--- src/design/pidc_pkg.sv ---
// Package for the PID step block: stage payload types, register indexes and the
// symmetric clamp shared by the integral and output stages. No dependencies.
`default_nettype none
package pidc_pkg;

    localparam int DataW  = 32;
    localparam int LimW   = 31;
    localparam int DiffW  = 33;
    localparam int TermW  = 48;
    localparam int DTermW = 49;
    localparam int SumW   = 50;
    localparam int IdxW   = 2;

    localparam logic [IdxW-1:0] REG_KP = 2'd0;
    localparam logic [IdxW-1:0] REG_KI = 2'd1;
    localparam logic [IdxW-1:0] REG_KD = 2'd2;

    typedef struct packed {
        logic signed [DataW-1:0] kp;
        logic signed [DataW-1:0] ki;
        logic signed [DataW-1:0] kd;
    } t_gains;

    typedef struct packed {
        logic signed [DataW-1:0] err;
        logic signed [DiffW-1:0] diff;
        logic [LimW-1:0]         lim;
    } t_s1;

    typedef struct packed {
        logic signed [TermW-1:0]  p;
        logic signed [TermW-1:0]  i;
        logic signed [DTermW-1:0] d;
        logic [LimW-1:0]          lim;
    } t_s2;

    typedef struct packed {
        logic signed [TermW-1:0]  p;
        logic signed [DTermW-1:0] d;
        logic signed [DataW-1:0]  integ;
        logic [LimW-1:0]          lim;
    } t_s3;

    function automatic logic signed [DataW-1:0] clamp_sym(
        input logic signed [SumW-1:0] v,
        input logic [LimW-1:0]        lim
    );
        logic signed [SumW-1:0]  pos;
        logic signed [SumW-1:0]  neg;
        logic signed [DataW-1:0] res;
        pos = signed'({{(SumW-LimW){1'b0}}, lim});
        neg = -pos;
        priority if (v > pos) begin
            res = pos[DataW-1:0];
        end else if (v < neg) begin
            res = neg[DataW-1:0];
        end else begin
            res = v[DataW-1:0];
        end
        return res;
    endfunction

endpackage
`default_nettype wire

--- src/design/pidc_out.sv ---
// Output stage of the PID step: sums the three terms and clamps the drive.
// Depends on pidc_pkg.
`default_nettype none
module pidc_out (
    input  wire logic          i_clk,
    input  wire logic          i_rst_n,
    input  wire logic          i_valid,
    input  wire pidc_pkg::t_s3 i_data,
    output logic               o_ready,
    output logic               o_valid,
    output logic [pidc_pkg::DataW-1:0] o_drive,
    input  wire logic          i_ready
);

    logic                              r_v;
    logic signed [pidc_pkg::DataW-1:0] r_drive;
    logic signed [pidc_pkg::SumW-1:0]  n_sum;

    localparam int TExt = pidc_pkg::SumW - pidc_pkg::TermW;
    localparam int DExt = pidc_pkg::SumW - pidc_pkg::DTermW;
    localparam int IExt = pidc_pkg::SumW - pidc_pkg::DataW;

    assign o_ready = !r_v || i_ready;

    always_comb begin
        n_sum = signed'({{TExt{i_data.p[pidc_pkg::TermW-1]}}, i_data.p})
              + signed'({{DExt{i_data.d[pidc_pkg::DTermW-1]}}, i_data.d})
              + signed'({{IExt{i_data.integ[pidc_pkg::DataW-1]}}, i_data.integ});
    end

    always_ff @(posedge i_clk) begin
        if (!i_rst_n) begin
            r_v <= 1'b0;
        end else if (o_ready) begin
            r_v <= i_valid;
        end
    end

    always_ff @(posedge i_clk) begin
        if (i_valid && o_ready) begin
            r_drive <= pidc_pkg::clamp_sym(n_sum, i_data.lim);
        end
    end

    assign o_valid = r_v;
    assign o_drive = r_drive;

endmodule
`default_nettype wire
--- config.mk ---
export PLATFORM = sky130hd
export DESIGN_NAME = pidc_out
export DESIGN_NICKNAME = d
export VERILOG_FILES = /design/src/design/pidc_pkg.sv /design/src/design/pidc_out.sv
export SDC_FILE = /design/constraint.sdc
export NUM_CORES = 1
export LEC_CHECK = 0
export BUFFER_PORTS_ARGS = -buffer_cell sky130_fd_sc_hd__buf_2
export CAP_MARGIN = 30
export CORE_MARGIN = 8
export CORE_UTILIZATION = 55
export DETAILED_ROUTE_END_ITERATION = 7
export PLACE_DENSITY = 0.87
export SETUP_SLACK_MARGIN = 0.15
export SLEW_MARGIN = 20
export SYNTH_ARGS = -nofsm -noshare
export SYNTH_HDL_FRONTEND = slang
export SYNTH_SLANG_ARGS = --single-unit
--- constraint.sdc ---
create_clock -name i_clk -period 7.65 [get_ports i_clk]
set_input_delay 1.9125 -clock i_clk [delete_from_list [all_inputs] [get_ports i_clk]]
set_output_delay 1.9125 -clock i_clk [all_outputs]
set_load 0.005 [all_outputs]
* Yosys cells after proc, flatten, opt, wreduce, memory -nomap -nowiden
Index checks and enable logic that the tools add are counted.
Storage, ports and cells: memories 0, word-level logic and storage cells 13, bits in read-only memories 0, latch bits 0, bits in registers 33, RAM bits 0, bits of input ports 164
Cells by class: $add $sub $neg 3, reduce and logical (&&, ||, !) cells 3, bitwise logic cells 0, magnitude comparators 2, shift operators 0, divide/modulo/power cells 0, mux-type cells 2, equality and inequality tests 0, multiply operators 0
Operators by type and width (number):
- adder 48 x 49 -> 50 bit | 1
- adder 50 x 32 -> 50 bit | 1
- greater-than comparator 50 x 32 -> 1 bit | 1
- < comparator 50 bit | 1
- negation 31 -> 50 bit | 1
- two-way mux 32 bit | 1
- two-way mux 31 bit | 1
- logical AND 1 bit | 1
- zero test 1 bit | 1
- logical OR 1 bit | 1

* Longest topological paths before layout
depth in word-level cells 5, mapped depth 26, gate-level depth less buffers 24

* Least setup slack after synthesis
OpenSTA, ideal clock, no wires.
path kind input to register, start point input i_data[32] in the netlist's numbering, end point register r_drive (netlist bit o_drive[28]), data pin, required time 7382 ps, setup slack 507 ps, arrival time 6874 ps, buffers on the path 1, library setup time 268 ps, stages on the path 25, path through fa_1 ha_1 inv_1 fa_1 nor2b_1 o2111a_1 o2111ai_1 a31oi_1 nor2_1 o21bai_1 xor2_1 ha_1 a21oi_1 o21ai_0 a21oi_1 nor2_1 a2111oi_0 nand2b_1 mux2i_1 o21ba_2 o31ai_4 xor2_2 buf_2 mux2i_1 o22ai_1
On the way: word-level cells in the longest chain between the ends 4, elaborated cells between the ends (all ways) 5, classes of those cells 1 x add/sub; 2 x order compare; 2 x mux
Ends and longest elaborated chain:
- from (decl) | RTL line pidc_out.sv:8 | input wire pidc_pkg::t_s3 i_data,
- adder 50 x 32 -> 50 bit (*) | RTL line pidc_out.sv:28 | + signed'({{IExt{i_data.integ[pidc_pkg::DataW-1]}}, i_data.integ});
- < comparator 50 bit | RTL line pidc_pkg.sv:55 | end else if (v < neg) begin
- two-way mux 32 bit | RTL line pidc_pkg.sv:55
- two-way mux 31 bit (*) | RTL line pidc_pkg.sv:53 | priority if (v > pos) begin
- to (signal assigned) | RTL line pidc_out.sv:41 | r_drive <= pidc_pkg::clamp_sym(n_sum, i_data.lim);
- to (decl) | RTL line pidc_out.sv:16 | logic signed [pidc_pkg::DataW-1:0] r_drive;
Every way passes the cells marked *; elsewhere a longest branch is shown, timed or not. A chain may end at the register's enable or synchronous reset.

* Worst setup path in the final report
start point input i_data[32] in the netlist's numbering, end point register r_drive (netlist bit o_drive[14]), data pin
The elaborated chain is that of the path after synthesis.

==> reports/summary.txt <==
CP Class = in2reg
Die height = 140 µm
Hold-fix buffers, CTS = 0
Clock Path Buffers = 2
Max Slew Vio Count = 0
Leak Pwr = 4.86 nW
Main combinational cell family by area after synthesis = adder cells
Post-synth EDFFs = 32
Synth Area in Adders = 30.9%
First DRT Iteration DRCs = 916
Status = completed
Via/cell ratio = 6.10
Die area = 19,500 µm²
Maximum VDD drop = 0.000147 V
Final #Nets = 1,592
Worst setup EP type = flop
Post-synthesis mux area share = 4.20%
CP startpoint kind = input port
Routed wire length = 25,600 µm
RD Place Congestion = 0.952
Synth cell count leaders = 126 x ha_1, 101 x a21oi_1, 81 x nand2_1
Synth Area per Inst = 8.28 µm²
Compound-gate portion of the synthesized area = 22.5%
Post-synth top area share = 18.8%
Final hold vios = 0
Register area = 981 µm²
Final ANT Viol Nets = 0
GRT overflow = 0
Largest net degree at the start of global routing = 39
Layout filler cell count = 1,220
Minimum clock period after layout = 7310 ps
Design Area, Final = 10,300 µm²
Seq/Total Area, Yosys = 11.7%
DIE WIDTH = 140 µm
Dpl cell area = 9970 µm²
# rows = 45
Synthesized flop and latch total = 33
Fmax = 0.137 GHz
Post-Synth Simple-Gate Area = 18.1%
N_diodes = 0
Syn-to-layout area delta = 22.8%
Max Cap Viol = 0
Hold Path Depth = 2
Dominant cell type by area after synthesis = ha_1
Drt pass-1 iters = 6
Clock Skews = 2.63 ps
Area taken by multi-input logic gates = 7140 µm²
PortBufs = 197
Setup violations, final = 0
Fraction of layout cells with a size suffix above 1 = 24.7%
Reg-to-reg setup timing slack = 6370 ps
Post-DP HPWL = 21,700 µm
Vias = 8,789
First-pass GRT wire length = 41,200 µm
Worst slew pin tran = 703 ps
Warnings, synthesis = 0
Final period utilization = 95.5%
Number of global-route vias before repair = 8,391
Final core occ = 68.4%
Initial antenna violation count = 0
Synth area leaders = ha_1 19%, fa_1 12%, edfxtp_1 11%, a21oi_1 6.0%, xnor2_1 5.6%
# DRC = 0
Initial Util = 55.7%
Clk sink count = 33
Most numerous cell in the Yosys netlist = ha_1
Power, Total = 2.34 mW
Asr flop ratio synth = 0%
Setup tns final = 0 ps
Crit-path max FO = 19
TritonCTS clock tree = done
XOR/XNOR share of the synthesized area = 7.59%
Slew headroom = 53.0%
Unrepaired setup endpoints after global routing = no
Cell area after synthesis = 8410 µm²
Library cells used by synthesis = 78
Dpl cells = 1,426
Root buf cell = clkbuf_16
Worst R2R Path Depth = 3
Total core area = 15,100 µm²
Final Non-Filler Cells = 1,441
Tightest Hold Check Type = reg2reg
I/O pin count = 198
Clk Latency, worst-skew pair = 270 ps
Total GRT Usage = 24.9%
Synth Flop Type = edfxtp_1
CTS clk-pin slew, worst paths = 50 ps
Power per Cell Area = 227 nW/µm²
H-tree depth = 2
Wire length per cell = 17.7 µm
Data arrival, critical path = 7300 ps
Num CTS Buffers = 5
Synthesized instance count = 1,015
Synthesized Nets = 1,355
Worst Path Required = 7640 ps
## placed cells by master, fill, tap and decap left out, types with 7 or more instances in the layout
master     count
o211ai_1       9
xor2_1        16
a21oi_1       99
fa_1          49
mux2i_1       33
o21ai_0       45
nand3_1       20
buf_2        197
and2_1        15
a211oi_1      11
nand4_1       21
ha_1         124
xnor2_1       53
clkbuf_16      7
o22ai_1       16
a31oi_1        7
and4_1         8
inv_1         71
nor3_1        30
nor2_1        66
or3_1         10
edfxtp_1      32
o21ai_1       15
buf_4         61
and3_1         8
nand2_1       81
a21o_1        21
o21bai_1       9
nor2b_1        7
## where the power goes
group          internal (mW)  switching (mW)  total, mW  leakage, nW
logic                  0.812            1.05       1.86         4.47
clock network          0.119          0.0709      0.190       0.0706
registers              0.280          0.0115      0.292        0.321
## area by class of cell
| class | instances | share of cell area [%] |
|---|---|---|
| repair buffers | 264 | 15.2 |
| well taps | 188 | 2.28 |
| clock inverters | 2 | 0.0969 |
| clock buffers | 6 | 1.25 |
| flip-flops and latches | 33 | 9.50 |
| inverters | 71 | 2.58 |
| multi-input cells | 877 | 69.1 |
## per-stage QoR
stage	hold slack (ps)	setup slack (ps)
3_5_place_dp	554	-117
2_1_floorplan	537	507
6_report	562	342
5_1_grt	578	47.9
4_1_cts	563	177
3_3_place_gp	503	78.2
## worst max-delay path: stages
cell and delay, ps:
buf_2 110, fa_1 550, ha_2 210, inv_1 60, fa_2 360, nor2b_2 160
o2111ai_2 160, a211oi_2 310, o2111ai_1 180, buf_4 200, nand2_1 90, a21oi_1 100
xnor2_2 180, ha_1 320, nand2_1 100, nor4_4 310, and2_4 200, nand3_1 80
a211oi_1 230, a221o_1 130, o21ba_2 170, o31ai_4 310, xor2_4 210, buf_4 180
clkbuf_16 180, mux2i_1 210, o21ai_1 90
## registers in the layout, summed over array words and instances, names as in the netlist
name	cells
o_drive	32
o_valid	1
## kinds of logic after synthesis
| kind of cell | count (synthesis) |
|---|---|
| AOI/OAI and AO/OA | 293 |
| muxes | 35 |
| adders and majority gates | 178 |
| and+or+nand+nor | 299 |
| DFF | 33 |
| xor gates and xnor gates | 72 |
| buffers and inverters | 105 |
## metal layers
metal,vias to the layer above,track usage [%],routed length (µm)
met2,451,39.1,11200
met5,-,0,0
met1,4076,35.3,11700
met4,0,4.80,401
li1,4228,-,-
met3,34,4.31,2300
## repair_timing
action                                  4_1_cts  5_1_grt
resized for setup                             0       21
setup buffers                                 0        5
endpoints found under the setup margin        0       32
## final timing paths
kind | start | end
setup / recovery | i_data[32] | o_drive[14]
hold / removal | o_valid | o_valid
setup reg to reg | o_valid | o_drive[2]
hold reg to reg | o_valid | o_valid
Note: power is estimated with default switching activity, not from simulation.
