$ cat config.mk
export PLATFORM = sky130hd
export DESIGN_NAME = pidc_integ
export DESIGN_NICKNAME = d
export VERILOG_FILES = /design/src/design/pidc_pkg.sv /design/src/design/pidc_integ.sv
export SDC_FILE = /design/constraint.sdc
export NUM_CORES = 1
export LEC_CHECK = 0
export ABC_AREA = 1
export BUFFER_PORTS_ARGS = -buffer_cell sky130_fd_sc_hd__buf_2
export CORE_MARGIN = 1
export CORE_UTILIZATION = 51
export CTS_CLUSTER_SIZE = 20
export DETAILED_ROUTE_END_ITERATION = 16
export GPL_TIMING_DRIVEN = 0
export PLACE_DENSITY = 0.86
export SLEW_MARGIN = 20
export SYNTH_ARGS = -nofsm -noshare
export SYNTH_HDL_FRONTEND = slang
export SYNTH_SLANG_ARGS = --single-unit
$ cat constraint.sdc
create_clock -name i_clk -period 5.9 [get_ports i_clk]
set_clock_uncertainty 0.2 [all_clocks]
set_input_delay 1.18 -clock i_clk [delete_from_list [all_inputs] [get_ports i_clk]]
set_output_delay 1.18 -clock i_clk [all_outputs]
set_load 0.03 [all_outputs]
$ cat src/design/pidc_pkg.sv
// Package for the PID step block: stage payload types, register indexes and the
// symmetric clamp shared by the integral and output stages. No dependencies.
`default_nettype none
package pidc_pkg;

    localparam int DataW  = 32;
    localparam int LimW   = 31;
    localparam int DiffW  = 33;
    localparam int TermW  = 48;
    localparam int DTermW = 49;
    localparam int SumW   = 50;
    localparam int IdxW   = 2;

    localparam logic [IdxW-1:0] REG_KP = 2'd0;
    localparam logic [IdxW-1:0] REG_KI = 2'd1;
    localparam logic [IdxW-1:0] REG_KD = 2'd2;

    typedef struct packed {
        logic signed [DataW-1:0] kp;
        logic signed [DataW-1:0] ki;
        logic signed [DataW-1:0] kd;
    } t_gains;

    typedef struct packed {
        logic signed [DataW-1:0] err;
        logic signed [DiffW-1:0] diff;
        logic [LimW-1:0]         lim;
    } t_s1;

    typedef struct packed {
        logic signed [TermW-1:0]  p;
        logic signed [TermW-1:0]  i;
        logic signed [DTermW-1:0] d;
        logic [LimW-1:0]          lim;
    } t_s2;

    typedef struct packed {
        logic signed [TermW-1:0]  p;
        logic signed [DTermW-1:0] d;
        logic signed [DataW-1:0]  integ;
        logic [LimW-1:0]          lim;
    } t_s3;

    function automatic logic signed [DataW-1:0] clamp_sym(
        input logic signed [SumW-1:0] v,
        input logic [LimW-1:0]        lim
    );
        logic signed [SumW-1:0]  pos;
        logic signed [SumW-1:0]  neg;
        logic signed [DataW-1:0] res;
        pos = signed'({{(SumW-LimW){1'b0}}, lim});
        neg = -pos;
        priority if (v > pos) begin
            res = pos[DataW-1:0];
        end else if (v < neg) begin
            res = neg[DataW-1:0];
        end else begin
            res = v[DataW-1:0];
        end
        return res;
    endfunction

endpackage
`default_nettype wire

$ cat src/design/pidc_integ.sv
// Integral stage of the PID step: holds the clamped integral sum.
// Depends on pidc_pkg.
`default_nettype none
module pidc_integ (
    input  wire logic          i_clk,
    input  wire logic          i_rst_n,
    input  wire logic          i_valid,
    input  wire pidc_pkg::t_s2 i_data,
    output logic               o_ready,
    output logic               o_valid,
    output pidc_pkg::t_s3      o_data,
    input  wire logic          i_ready
);

    logic                                   r_v;
    logic signed [pidc_pkg::DataW-1:0]      r_int;
    pidc_pkg::t_s3                          r_data;
    logic signed [pidc_pkg::SumW-1:0]       n_sum;
    logic signed [pidc_pkg::DataW-1:0]      n_int;

    assign o_ready = !r_v || i_ready;

    always_comb begin
        n_sum = signed'({{(pidc_pkg::SumW-pidc_pkg::DataW){r_int[pidc_pkg::DataW-1]}}, r_int})
              + signed'({{(pidc_pkg::SumW-pidc_pkg::TermW){i_data.i[pidc_pkg::TermW-1]}},
                         i_data.i});
        n_int = pidc_pkg::clamp_sym(n_sum, i_data.lim);
    end

    always_ff @(posedge i_clk) begin
        if (!i_rst_n) begin
            r_v   <= 1'b0;
            r_int <= '0;
        end else begin
            if (o_ready) begin
                r_v <= i_valid;
            end
            if (i_valid && o_ready) begin
                r_int <= n_int;
            end
        end
    end

    always_ff @(posedge i_clk) begin
        if (i_valid && o_ready) begin
            r_data.p     <= i_data.p;
            r_data.d     <= i_data.d;
            r_data.integ <= n_int;
            r_data.lim   <= i_data.lim;
        end
    end

    assign o_valid = r_v;
    assign o_data  = r_data;

endmodule
`default_nettype wire

**Word level (Yosys, flattened, before mapping)**

Index checks and enable logic that the tools add are counted.

- Multiplexer cells: 2
- Reductions and logical operators: 3
- $add $sub $neg: 2
- $lt $le $gt $ge: 2

Operators by type and width:

| cell | count |
|---|---|
| $mux W32 | 2 |
| $lt A49 B50 Y1 | 1 |
| $neg A31 Y50 | 1 |
| $add A32 B48 Y49 | 1 |
| $gt A49 B32 Y1 | 1 |
| $logic_and A1 B1 Y1 | 1 |
| $logic_not A1 Y1 | 1 |
| $logic_or A1 B1 Y1 | 1 |

- Logic and storage cells: 15
- Register bits: 193
- Output and inout bits: 162

**Logic depth before layout (Yosys ltp)**

- Depth in word-level cells: 4
- Depth in mapped cells: 37
- Mapped depth without buffers: 36

**Worst setup path after synthesis**

OpenSTA, ideal clock, no wires.

- Path kind: input -> register
- Start point: input i_data[1] (netlist name)
- End point: register r_int[29] (netlist name)
- Setup slack: 0.910 ns
- Library setup time: 0.113 ns
- Arrival: 4.677 ns
- Stages: 37
- Data required time: 5.587 ns
- Cell sequence: inv_1 > ha_1 > nand3_2 > nor2_4 > nand4_2 > nor3_2 > nand2_1 > nor2_1 > nand3_1 > nor3_2 > nand2_1 > o21ai_0 > o21ai_0 > ha_1 > nand2_1 > inv_1 > nand2_1 > inv_1 > nand2_1 > nand2_1 > a21oi_1 > nand2_1 > nand2_1 > a21oi_1 > nand3_1 > nand2_1 > nand2_1 > nand2_1 > nand2_2 > nand2_2 > nand2_2 > buf_6 > nand3_1 > nand3_1 > nand3_1 > nand2_1 > inv_1

- Cells in the longest elaborated chain, start to end: 4
- Elaborated cells on any way between the ends: 5
- Those cells by class: 1 x add/sub; 2 x order compare; 2 x mux

RTL lines:

| item | RTL line | text |
|---|---|---|
| start: declaration | pidc_integ.sv:8 | `input wire pidc_pkg::t_s2 i_data,` |
| $neg A31 Y50 | pidc_pkg.sv:52 | `neg = -pos;` |
| $lt A49 B50 Y1 | pidc_pkg.sv:55 | `end else if (v < neg) begin` |
| $mux W32 | pidc_pkg.sv:55 |  |
| $mux W32 * | pidc_pkg.sv:53 | `priority if (v > pos) begin` |
| end signal: assignment | pidc_integ.sv:39 | `r_int <= n_int;` |
| end: declaration | pidc_integ.sv:16 | `logic signed [pidc_pkg::DataW-1:0] r_int;` |

Every way passes the cells marked *; elsewhere a longest branch is shown, timed or not.
A chain may end at the register's enable or synchronous reset.

**Final worst setup path**

- Start point: input i_data[0] (netlist name)
- End point: register r_int[10] (netlist name)

The elaborated chain is that of the path after synthesis.

==> flow_summary.ini <==
[yosys]
synth.ff_latch_count = 193
synth_cell_types = 46
postSynthNetCount = 2003
synth_top_flop_cell = edfxtp_1
yosysWarnings = 0
syn_avg_cell_area_sq_um = 7.88
synthArstFlopShare_pct = 0
synth_top_family_by_area = simple AND/OR/NAND/NOR gates
ys_seq_area_share_pct = 40.9
synth_mux_area_share_pct = 0
synth_fa_ha_area_share_pct = 12.1
synth_compound_area_share_pct = 7.71
syn_inst = 1694
synth_edf_count = 160
synth_xor_xnor_area_share_pct = 3.61
synth_simple_gate_area_share_pct = 27.6
syn_area_sq_mm = 0.0134

[grt]
grt_max_degree = 99
grt_remaining_overflow = 0
first_global_vias = 12422
grtUsageTotal_pct = 34.6
antenna_found_initial = 1
grt_first_pass_wirelength_um = 69500

[finish]
fillers = 2172
nNetsFinal = 2371
syn2layout_area_growth_pct = 22.8
layout-drive-gt1-share_pct = 22.0

[sta]
min_period_over_period_pct = 95.5
hold_violations = 0
hold_slack_ns = 0.316
tightest_slew_ns = 0.832
drv_slew = 0
setup_violations = 0
rsz0062_at_grt = true
post-route-min-period_ns = 5.64
fmax_mhz = 177
slew_headroom_pct = 44.5

[setup_path]
path_common_cell = nand2_1
crit_slowest_cell = ha_1
startpoint_type = primary input
crit_arrival_ns = 5.79
cp_top_family = simple AND/OR/NAND/NOR gates
crit_type = primary input to flip-flop
worst-path-max-fanout = 10
endpoint_kind = flip-flop
crit_buf_inv = 6
critPathRequiredTime_ns = 6.05
critPathMaxStageDelay_ns = 0.27

[drt]
dr.pass1.iters = 6
routed_wl_um = 47200
ant_nets = 0
vias = 13298
first_iter_violations = 1309
drc = 0
wl_per_cell_um = 19.6
via_per_inst = 5.53

[placement]
dp_hpwl_um = 39000
io_buffers = 341
gp_congestion = 1.01

[pwr]
power_density_mw_per_mm2 = 303
total_power_mw = 4.96
leakagePower_nw = 8.28
peakVddDrop_mv = 0.259

[job]
maxCapViolCount = 0

[floorplanning]
fp.dieW_um = 164
ioPinCount = 342
rows = 58
die_area_sq_mm = 0.0268
core_sq_mm = 0.0254
die_h_um = 164
initial_core_util_pct = 52.6

[clock_tree]
h-tree-depth = 4
clockBufferDepth = 2
cts.clk_slew.worst_paths_ns = 0.09
cts-root-buf = clkbuf_16
numClockSinks = 193
holdBufCountCts = 0
clk-insertion-delay-late_ns = 0.45
cts_tree = built
cts_made_buffers = 17

[outcome]
status = finished, final reports clean

[worst_hold_path]
min_path_type = flip-flop to flip-flop
per-layer routing:
metal  part of all wire (%)  up-vias  global-route usage (%)
met2                     49      643                    60.0
li1                       -     6377                       -
met5                      0        -                       0
met3                    7.6      119                    5.81
met1                     39     6159                    41.8
met4                    4.6        0                    16.1
cells in the mapped netlist (2+ instances only):
master      n  area, sq um
a211oi_1    2         15.0
a21boi_0    2         15.0
a21o_1      8         60.1
a21oi_1    95          475
a31oi_1     3         18.8
buf_1       2         7.51
buf_2      11         55.1
buf_4       8         60.1
buf_6       3         33.8
clkbuf_1    5         18.8
clkinv_1    2         7.51
dfxtp_1    33          661
edfxtp_1  160         4800
ha_1      128         1600
inv_1     229          860
inv_2       7         26.3
nand2_1   385         1450
nand2_2     6         37.5
nand3_1   183          916
nand3_2     3         30.0
nand3b_1    4         30.0
nand4_1    18          113
nor2_1    222          833
nor2_2      2         12.5
nor3_1     19         95.1
nor3_2      6         60.1
nor4_1      8         50.1
o211ai_1    2         15.0
o21a_1      7         52.6
o21ai_0    48          240
o21ai_1     3         15.0
o21bai_1   13         97.6
xnor2_1     6         52.6
xor2_1     49          429
what timing repair did:
action                     4_1_cts  5_1_grt
buffers inserted                 0        7
setup endpoints to repair       64       64
resized for setup                2       54
pin swaps                        0        5
report_power, final:
part / switching (mW) / internal, mW
Combinational: 1.43 / 0.654
Sequential: 0.0475 / 1.64
Clock: 0.617 / 0.576
Total: 2.10 / 2.87
worst register-to-register path, stage by stage (launching register included):
cell and delay (ns):
dfxtp_1 0.86, ha_1 0.48, a21oi_1 0.25, o21ai_0 0.19, nand2_1 0.13, a21oi_1 0.08, nor3_1 0.20, nand3_1 0.19
inv_1 0.11, o21ai_0 0.09, or2_2 0.28, nand2_1 0.14, inv_1 0.10, ha_2 0.46, nand2_1 0.13, inv_1 0.07
nand3_1 0.06, nor3_1 0.26, nand2_4 0.15, nand2_2 0.14, nand2_2 0.09, buf_4 0.19, nand3_1 0.07, nand3_1 0.16
nand3_2 0.14, nand2_1 0.05, inv_1 0.05
kinds of logic (layout without fill, tap and decap cells):
kind of cell	count (synthesis)	in the layout
AO/OA/AOI/OAI	186	186
XOR/XNOR	55	55
adder cells (fa/ha/maj)	129	129
buffers and inverters	268	649
flip-flops	193	193
other	0	1
AND/OR/NAND/NOR	863	863
state kept, by name, summed over array words and instances (netlist names):
register / cells
o_data: 160
r_int: 32
o_valid: 1
placed cells by master (no fill, tap or decap), drive strengths merged, types with 2 or more instances in the layout:
cell type and count:
xor2 49, a21o 8, a31oi 3, a21oi 95, a21boi 2, nand3 186, o21a 7, nor4 8
clkinv 11, clkbuf 23, a211oi 2, nand3b 4, o21ai 52, nand4 19, nor2 225, and2 2
dfxtp 33, ha 128, o21bai 13, inv 242, buf 373, edfxtp 160, nor3 25, nand2 391
xnor2 6, o211ai 2
through the flow:
stage                     setup WS, ns  util, %  instances  TNS (ns)  instance area [sq um]
after floorplan                  0.910        -       1694         0                  13400
after global placement          -0.748     60.9       2365    -39.93                  15500
after detailed placement        -0.769     61.1       2366    -44.64                  15500
after CTS                       0.0159     63.5       2398         0                  16100
after global routing           -0.0603     64.6       2406    -0.623                  16400
final                            0.264     64.6       2406         0                  16400
final cells by class:
class | instances | area [sq um] | share of cell area, %
Antenna cell | 1 | 2.50 | 0.0153
Clock inverter | 15 | 184 | 1.12
Multi-Input combinational cell | 1233 | 7010 | 42.7
Clock buffer | 17 | 425 | 2.59
Buffer | 30 | 219 | 1.34
Sequential cell | 193 | 5470 | 33.3
Timing Repair Buffer | 349 | 1790 | 10.9
Tap cell | 330 | 413 | 2.52
Inverter | 238 | 893 | 5.45
worst paths after layout:
path	slack (ns)	endpoint	start	cells past startpoint
max	0.26	r_int[10]	i_data[0]	34
min	0.32	o_valid	o_valid	2
max reg2reg	0.51	r_int[12]	r_int[31]	26
min reg2reg	0.32	o_valid	o_valid	2
(Power assumes the default switching activity.)
